[src/design/pmc_pkg.sv]
// Package for the polynomial multiply core: sizes, request types, controller state,
// and the command/status structs between the controller and the datapath.
// No dependencies.
`default_nettype none

package pmc_pkg;

  // Capacity and coefficient precision
  localparam int MAX_TERMS  = 32;
  localparam int COEFF_BITS = 16;

  // Fixed field widths of the requests
  localparam int COEFF_W   = 16;
  localparam int SUM_OUT_W = 37;
  localparam int DEG_W     = 6;

  // Derived sizes
  localparam int EFF_BITS  = (COEFF_BITS < COEFF_W) ? COEFF_BITS : COEFF_W;
  localparam int EXT_SHIFT = COEFF_W - EFF_BITS;
  localparam int ADDR_W    = (MAX_TERMS > 1) ? $clog2(MAX_TERMS) : 1;
  localparam int CNT_W     = $clog2(MAX_TERMS + 1);
  localparam int K_W       = (MAX_TERMS > 1) ? $clog2(2 * MAX_TERMS - 1) : 1;
  localparam int TOT_W     = K_W + 1;
  localparam int PROD_W    = 2 * COEFF_W;

  // Input request: one coefficient
  typedef struct packed {
    logic                      func;
    logic signed [COEFF_W-1:0] coeff;
    logic                      last;
  } in_req_t;

  // Output request: one product coefficient
  typedef struct packed {
    logic signed [SUM_OUT_W-1:0] product_coeff;
    logic [DEG_W-1:0]            degree;
    logic                        last_out;
    logic                        dropped;
  } out_req_t;

  // Controller states
  typedef enum logic [2:0] {
    ST_LOAD,
    ST_START,
    ST_DEG,
    ST_MAC,
    ST_ZERO,
    ST_CLEAR
  } pmc_state_t;

  // Controller to datapath
  typedef struct packed {
    logic              load_open;
    logic              issue;
    logic              first;
    logic              term_last;
    logic              final_term;
    logic [K_W-1:0]    deg;
    logic [ADDR_W-1:0] addr_a;
    logic [ADDR_W-1:0] addr_b;
    logic              emit_zero;
    logic              clear;
  } ctrl_cmd_t;

  // Datapath to controller
  typedef struct packed {
    logic [CNT_W-1:0] first_count;
    logic [CNT_W-1:0] second_count;
    logic             busy;
    logic             out_full;
  } dp_status_t;

  // Keep the low EFF_BITS of a coefficient, sign-extended to the field width
  function automatic logic signed [COEFF_W-1:0] sext_coeff(
    input logic signed [COEFF_W-1:0] raw
  );
    logic signed [COEFF_W-1:0] up;
    up = raw <<< EXT_SHIFT;
    return up >>> EXT_SHIFT;
  endfunction

endpackage

`default_nettype wire

[src/design/polynomial_multiply_core.sv]
// Loads: one coefficient request per cycle while no product is being computed.
// Product: after the final coefficient of the second list, each degree k is summed
// term by term on one shared MAC, then the pipeline drains and the sum is handed
// to the output register.
// Synchronous active-high reset empties both lists and drops any pending result.
// Top level; depends on pmc_pkg, pmc_ctrl and pmc_datapath.
`default_nettype none

module polynomial_multiply_core (
  input  logic              clk,
  input  logic              rst,
  input  logic              item_valid,
  output logic              item_stall,
  input  pmc_pkg::in_req_t  item,
  output logic              result_valid,
  input  logic              result_stall,
  output pmc_pkg::out_req_t result
);
  import pmc_pkg::*;

  ctrl_cmd_t  cmd;
  dp_status_t status;
  logic       item_accept;

  // Input is open only in the load phase
  assign item_stall  = !cmd.load_open;
  assign item_accept = item_valid && !item_stall;

  pmc_ctrl u_ctrl (
    .clk         (clk),
    .rst         (rst),
    .item_accept (item_accept),
    .item_func   (item.func),
    .item_last   (item.last),
    .status      (status),
    .cmd         (cmd)
  );

  pmc_datapath u_datapath (
    .clk          (clk),
    .rst          (rst),
    .item_accept  (item_accept),
    .item         (item),
    .cmd          (cmd),
    .status       (status),
    .result_valid (result_valid),
    .result_stall (result_stall),
    .result       (result)
  );

endmodule

`default_nettype wire

[src/design/pmc_ctrl.sv]
// Controller of the polynomial multiply core: load phase, then a walk over
// product degrees and the terms of each degree. Depends on pmc_pkg.
`default_nettype none

module pmc_ctrl (
  input  logic               clk,
  input  logic               rst,
  input  logic               item_accept,
  input  logic               item_func,
  input  logic               item_last,
  input  pmc_pkg::dp_status_t status,
  output pmc_pkg::ctrl_cmd_t  cmd
);
  import pmc_pkg::*;

  pmc_state_t        state;
  pmc_state_t        state_next;
  logic [K_W-1:0]    k;
  logic [ADDR_W-1:0] i_idx;
  logic [ADDR_W-1:0] j_idx;
  logic              first_term;

  logic [TOT_W-1:0]  m_w;
  logic [TOT_W-1:0]  n_w;
  logic [TOT_W-1:0]  k_w;
  logic [TOT_W-1:0]  i_w;
  logic              any_empty;
  logic              term_last;
  logic              deg_last;
  logic              k_below_n;
  logic              slot_free;
  logic              start;

  // Loop bounds from the stored counts
  assign m_w       = TOT_W'(status.first_count);
  assign n_w       = TOT_W'(status.second_count);
  assign k_w       = TOT_W'(k);
  assign i_w       = TOT_W'(i_idx);
  assign any_empty = (m_w == '0) || (n_w == '0);
  assign term_last = (i_w + TOT_W'(1) == m_w) || (j_idx == '0);
  assign deg_last  = (k_w + TOT_W'(2) == m_w + n_w);
  assign k_below_n = k_w < n_w;
  assign slot_free = !status.busy && !status.out_full;
  assign start     = item_accept && item_func && item_last;

  // Next state
  always_comb begin
    state_next = state;
    unique case (state)
      ST_LOAD:  if (start) state_next = ST_START;
      ST_START: state_next = any_empty ? ST_ZERO : ST_DEG;
      ST_DEG:   if (slot_free) state_next = ST_MAC;
      ST_MAC:   if (term_last) state_next = deg_last ? ST_CLEAR : ST_DEG;
      ST_ZERO:  if (slot_free) state_next = ST_CLEAR;
      ST_CLEAR: if (!status.busy) state_next = ST_LOAD;
      default:  state_next = ST_LOAD;
    endcase
  end

  // Commands
  always_comb begin
    cmd            = '0;
    cmd.deg        = k;
    cmd.addr_a     = i_idx;
    cmd.addr_b     = j_idx;
    cmd.first      = first_term;
    cmd.term_last  = term_last;
    cmd.final_term = term_last && deg_last;
    unique case (state)
      ST_LOAD:  cmd.load_open = 1'b1;
      ST_MAC:   cmd.issue     = 1'b1;
      ST_ZERO:  cmd.emit_zero = slot_free;
      ST_CLEAR: cmd.clear     = !status.busy;
      default:  cmd.issue     = 1'b0;
    endcase
  end

  // State register
  always_ff @(posedge clk) begin
    if (rst) begin
      state <= ST_LOAD;
    end else begin
      state <= state_next;
    end
  end

  // Degree and term counters
  always_ff @(posedge clk) begin
    if (rst) begin
      k          <= '0;
      i_idx      <= '0;
      j_idx      <= '0;
      first_term <= 1'b0;
    end else if (state == ST_START) begin
      k <= '0;
    end else if (state == ST_DEG && slot_free) begin
      // First term of degree k: i = max(0, k-n+1), j = k - i
      first_term <= 1'b1;
      if (k_below_n) begin
        i_idx <= '0;
        j_idx <= ADDR_W'(k);
      end else begin
        i_idx <= ADDR_W'(k_w - n_w + TOT_W'(1));
        j_idx <= ADDR_W'(n_w - TOT_W'(1));
      end
    end else if (state == ST_MAC) begin
      first_term <= 1'b0;
      if (term_last) begin
        k <= k + K_W'(1);
      end else begin
        i_idx <= i_idx + ADDR_W'(1);
        j_idx <= j_idx - ADDR_W'(1);
      end
    end
  end

endmodule

`default_nettype wire

[src/design/pmc_datapath.sv]
// Datapath of the polynomial multiply core: coefficient memories, counts,
// multiply-accumulate pipeline and the output register. Depends on pmc_pkg.
`default_nettype none

module pmc_datapath (
  input  logic                clk,
  input  logic                rst,
  input  logic                item_accept,
  input  pmc_pkg::in_req_t    item,
  input  pmc_pkg::ctrl_cmd_t  cmd,
  output pmc_pkg::dp_status_t status,
  output logic                result_valid,
  input  logic                result_stall,
  output pmc_pkg::out_req_t   result
);
  import pmc_pkg::*;

  logic signed [COEFF_W-1:0]   first_mem  [MAX_TERMS];
  logic signed [COEFF_W-1:0]   second_mem [MAX_TERMS];
  logic [CNT_W-1:0]            first_count;
  logic [CNT_W-1:0]            second_count;
  logic                        overflow_flag;
  logic                        first_full;
  logic                        second_full;
  logic signed [COEFF_W-1:0]   item_value;
  logic signed [COEFF_W-1:0]   a_rd;
  logic signed [COEFF_W-1:0]   b_rd;

  logic                        v1;
  logic                        first1;
  logic                        last1;
  logic                        fin1;
  logic [K_W-1:0]              deg1;
  logic                        v2;
  logic                        first2;
  logic                        last2;
  logic                        fin2;
  logic [K_W-1:0]              deg2;
  logic signed [PROD_W-1:0]    prod;
  logic signed [SUM_OUT_W-1:0] acc;
  logic signed [SUM_OUT_W-1:0] acc_sum;

  assign item_value  = sext_coeff(item.coeff);
  assign first_full  = first_count == CNT_W'(MAX_TERMS);
  assign second_full = second_count == CNT_W'(MAX_TERMS);

  // Coefficient stores
  always_ff @(posedge clk) begin
    if (item_accept && !item.func && !first_full) begin
      first_mem[first_count[ADDR_W-1:0]] <= item_value;
    end
    if (item_accept && item.func && !second_full) begin
      second_mem[second_count[ADDR_W-1:0]] <= item_value;
    end
  end

  // Registered reads for the MAC pipeline
  always_ff @(posedge clk) begin
    a_rd <= first_mem[cmd.addr_a];
    b_rd <= second_mem[cmd.addr_b];
  end

  // Counts and dropped flag
  always_ff @(posedge clk) begin
    if (rst || cmd.clear) begin
      first_count   <= '0;
      second_count  <= '0;
      overflow_flag <= 1'b0;
    end else if (item_accept) begin
      if (!item.func) begin
        if (first_full) begin
          overflow_flag <= 1'b1;
        end else begin
          first_count <= first_count + CNT_W'(1);
        end
      end else begin
        if (second_full) begin
          overflow_flag <= 1'b1;
        end else begin
          second_count <= second_count + CNT_W'(1);
        end
      end
    end
  end

  // Pipeline valids
  always_ff @(posedge clk) begin
    if (rst) begin
      v1 <= 1'b0;
      v2 <= 1'b0;
    end else begin
      v1 <= cmd.issue;
      v2 <= v1;
    end
  end

  // Pipeline tags and product
  always_ff @(posedge clk) begin
    first1 <= cmd.first;
    last1  <= cmd.term_last;
    fin1   <= cmd.final_term;
    deg1   <= cmd.deg;
    first2 <= first1;
    last2  <= last1;
    fin2   <= fin1;
    deg2   <= deg1;
    prod   <= a_rd * b_rd;
  end

  // Accumulate; the first term of a degree restarts the sum
  assign acc_sum = first2 ? SUM_OUT_W'(prod) : acc + SUM_OUT_W'(prod);

  always_ff @(posedge clk) begin
    if (v2) begin
      acc <= acc_sum;
    end
  end

  // Output register
  always_ff @(posedge clk) begin
    if (rst) begin
      result_valid <= 1'b0;
    end else if ((v2 && last2) || cmd.emit_zero) begin
      result_valid <= 1'b1;
    end else if (result_valid && !result_stall) begin
      result_valid <= 1'b0;
    end
  end

  always_ff @(posedge clk) begin
    if (v2 && last2) begin
      result.product_coeff <= acc_sum;
      result.degree        <= DEG_W'(deg2);
      result.last_out      <= fin2;
      result.dropped       <= overflow_flag;
    end else if (cmd.emit_zero) begin
      result.product_coeff <= '0;
      result.degree        <= '0;
      result.last_out      <= 1'b1;
      result.dropped       <= overflow_flag;
    end
  end

  // Status
  assign status.first_count  = first_count;
  assign status.second_count = second_count;
  assign status.busy         = v1 || v2;
  assign status.out_full     = result_valid;

endmodule

`default_nettype wire

[config.mk]
export PLATFORM = sky130hd
export DESIGN_NAME = polynomial_multiply_core
export DESIGN_NICKNAME = d
export VERILOG_FILES = /design/src/design/pmc_pkg.sv /design/src/design/polynomial_multiply_core.sv /design/src/design/pmc_ctrl.sv /design/src/design/pmc_datapath.sv
export SDC_FILE = /design/constraint.sdc
export NUM_CORES = 2
export LEC_CHECK = 0
export ABC_AREA = 0
export BUFFER_PORTS_ARGS = -buffer_cell sky130_fd_sc_hd__clkbuf_2
export CAP_MARGIN = 20
export CELL_PAD_IN_SITES_DETAIL_PLACEMENT = 1
export CELL_PAD_IN_SITES_GLOBAL_PLACEMENT = 1
export CORE_MARGIN = 1
export CORE_UTILIZATION = 55
export CTS_CLUSTER_SIZE = 16
export DETAILED_ROUTE_END_ITERATION = 16
export PLACE_DENSITY = 0.78
export SYNTH_ARGS = -nofsm -noshare
export SYNTH_HDL_FRONTEND = slang
export SYNTH_HIERARCHICAL = 1
export SYNTH_SLANG_ARGS = --single-unit
[constraint.sdc]
create_clock -name clk -period 6.6 [get_ports clk]
set_input_delay 0.33 -clock clk [delete_from_list [all_inputs] [get_ports clk]]
set_output_delay 0.33 -clock clk [all_outputs]
set_load 0.01 [all_outputs]
==> flow_summary.yaml <==
outcome:
  outcome: "finished, violations left"
  violations: "DRC"
worst_setup_path:
  cp.arrival_ns: 6.88
  crit_path_end_kind: "flip-flop"
  cp-start-kind: "flip-flop"
  path_max_fanout: 13
  crit_type: "flip-flop to flip-flop"
  crit_required_ns: 7.21
detailed_routing:
  vias: 32200
  drt_first_iter_violations: 3017
  drt-vias-per-instance: 6.17
  drc: 10
  drtPass1Iterations: 12
  antenna_left: 0
  wl_per_cell_um: 28.7
  wl_um: 150000
synthesis:
  synth_top_family_by_area: "multiplexers"
  yosys.area_share.simple: 0.0581
  yosys_warnings: 6
  async_flop_share: 0
  synth_compound_area_frac: 0.0319
  yosys.area.top_type_share: 0.567
  synthMuxAreaShare: 0.132
  synth_xor_area_frac: 0.0144
  syn_avg_cell_area_um2: 16.5
  postSynthCellCount: 3552
  ys_ff_latch: 1224
  ys_seq_area_frac: 0.608
  synthesis.area_um2: 58500
  synth_edf_count: 1106
  synth_area_leader_cell: "edfxtp_1"
  synth_fa_ha_area_frac: 0.123
  synthTopCellsByArea: "edfxtp_1 57%, mux4_2 12%, fa_1 9.1%"
  yosysUniqueCellTypes: 91
  synth_ff_type: "edfxtp_1"
  synth_nets: 3990
floorplan:
  core_area_um2: 105000
  start_util: 0.555
  die-area_um2: 108000
  die_y_um: 328
  fp.dieW_um: 328
  rows: 119
  io-pin-count: 69
timing:
  setup_viol: 0
  hold_violations: 0
  setup_tns_ns: 0
  hold_slack_ns: 0.0786
  tightest_slew_ns: 1.12
  fin_skew_ns: 0.0684
  period_needed_ns: 6.28
  slew_violations: 0
  fin_ws_ns: 0.324
  max_slew_margin: 0.253
  max_freq_ghz: 0.159
  rsz0062_at_grt: "false"
  period_share: 0.951
grt:
  grt_first_pass_wirelength_um: 224000
  overflow: 0
  grt_antenna_before_repair: 6
  grt_max_degree: 120
  grt_pass1_vias: 35300
  track_usage: 0.285
layout:
  drive_above_1_share: 0.208
  area_delta_synth_final_pct: 10.8
  final_net_count: 4159
  diodes: 0
clock_tree:
  post_cts_buffers: 0
  clock_latency_ns: 0.74
  cts_buffers: 119
  clockRootBuffer: "clkbuf_16"
  clockBufferDepth: 3
  tritoncts: "yes"
  path_clk_slew_ns: 0.06
  clock_sinks: 1224
  htree_num_levels: 3
placed_design:
  hpwl_um: 96200
  portBuffers: 68
  pre_cts_ws_ns: 0.155
  place_congestion: 0.876
run:
  max-cap-violations: 0
worst_hold_path:
  worstHoldPathType: "primary input to flip-flop"
## state kept, by name, summed over array words and instances, names as in the netlist, 3 cells and up
register,flops
u_datapath/first_count,6
u_datapath/acc,37
u_ctrl/i_idx,5
u_datapath/b_rd,16
u_ctrl/k,6
u_datapath/deg1,6
u_datapath/second_count,6
u_datapath/prod,32
u_datapath/deg2,6
u_ctrl/j_idx,5
u_ctrl/state,3
u_datapath/first_mem,512
u_datapath/second_mem,512
u_datapath/a_rd,16
u_datapath/result,45
## area by class of cell
cell class	instances	area, um^2
Fill cell	9447	40600
Clock inverter	83	736
Timing Repair Buffer	191	1300
Tap cell	1391	1740
Inverter	349	1310
Clock buffer	140	3100
Sequential cell	1224	35600
Multi-Input combinational cell	1836	21000
## path summary, 6_finish.rpt
path | from | to | slack (ns) | cells past startpoint
setup / recovery | u_datapath/a_rd[2] | u_datapath/prod[30] | 0.32 | 22
hold / removal | rst | u_datapath/v2 | 0.08 | 2
setup reg to reg | u_datapath/a_rd[2] | u_datapath/prod[30] | 0.32 | 22
hold reg to reg | u_datapath/deg1[3] | u_datapath/deg2[3] | 0.33 | 0
## worst max-delay path, stage by stage (launching register included)
cell and delay, ns:
dfxtp_1 0.51, buf_4 0.29, nand2_1 0.09, fa_1 0.50, inv_1 0.05, fa_1 0.48
ha_1 0.13, inv_1 0.04, fa_1 0.47, inv_1 0.06, fa_1 0.53, inv_1 0.05
fa_1 0.53, inv_1 0.06, ha_1 0.40, a21oi_1 0.28, o22a_1 0.19, o311ai_1 0.20
a221oi_2 0.43, nand4b_1 0.18, and3_1 0.25, a221oi_2 0.29, xnor2_1 0.15
## logic make-up after synthesis
group                    Yosys count
flip-flops                      1224
adder cells (fa/ha/maj)          416
multiplexers                     366
buffers and inverters            492
AND/OR/NAND/NOR                  679
AO/OA/AOI/OAI                    279
XOR/XNOR                          96
## synth_stat cells, types with 4 or more instances
cell type and instances:
o31ai_1 8, o211ai_1 4, o21bai_1 8, a211oi_1 14
nor3_1 16, o21ai_0 62, a211o_1 4, or3b_2 5
nand2b_1 17, a31oi_1 9, dfxtp_1 118, and2_1 125
o21ai_1 5, xnor2_1 72, buf_1 12, nor2_1 133
edfxtp_1 1106, mux2_2 35, fa_1 266, or3_1 7
nor2b_1 36, buf_2 21, or4_1 6, a21oi_1 76
o21a_1 9, nand3b_1 6, nor3b_1 5, mux4_2 320
o22ai_1 7, xor2_1 24, buf_6 5, or2_2 8
clkbuf_1 99, nand2_1 216, inv_1 347, mux2i_1 10
ha_1 150, and3_1 19, a21o_1 29, nand4_1 16
nand3_1 39
## metrics by stage
stage | std cells | utilization | area (um^2)
after floorplan | 3552 | - | 58500
after detailed placement | 4990 | 0.578 | 61000
after global routing | 5214 | 0.615 | 64800
final | 5214 | 0.615 | 64800
after CTS | 5214 | 0.615 | 64800
after global placement | 4989 | 0.578 | 60900
## layer usage
metal,up-vias,global-route usage,share of wire
li1,13500,-,-
met1,17100,0.387,0.40
met2,1322,0.476,0.50
met3,266,0.0391,0.069
met4,6,0.103,0.032
met5,-,0,0.00025
## layout by cell type (no fill, tap or decap), types with 8 or more instances in the layout
master,instances
edfxtp_1,1106
inv_1,347
mux4_2,320
fa_1,266
nand2_1,216
ha_1,150
nor2_1,130
and2_1,125
clkbuf_16,120
buf_4,120
dfxtp_1,98
a21oi_1,76
xnor2_1,72
clkbuf_2,70
o21ai_0,62
nand3_1,39
nor2b_1,36
mux2_2,35
clkinv_2,29
a21o_1,29
clkinv_1,26
xor2_1,24
and3_1,19
clkbuf_1,16
nor3_1,16
nand4_1,16
nand2b_1,16
dfxtp_2,16
a211oi_1,13
bufinv_16,10
mux2i_1,10
clkinvlp_4,9
o21a_1,9
a31oi_1,9
o31ai_1,8
o21bai_1,8
or2_2,8
## repair_timing
action,CTS,global route
resized for setup,0,11
endpoints found under the setup margin,0,7
hold buffers,1,0
endpoints found under the hold margin,1,0
Power is not shown: default switching activity piles up to over one toggle a cycle in this logic, so the estimate is an artifact.
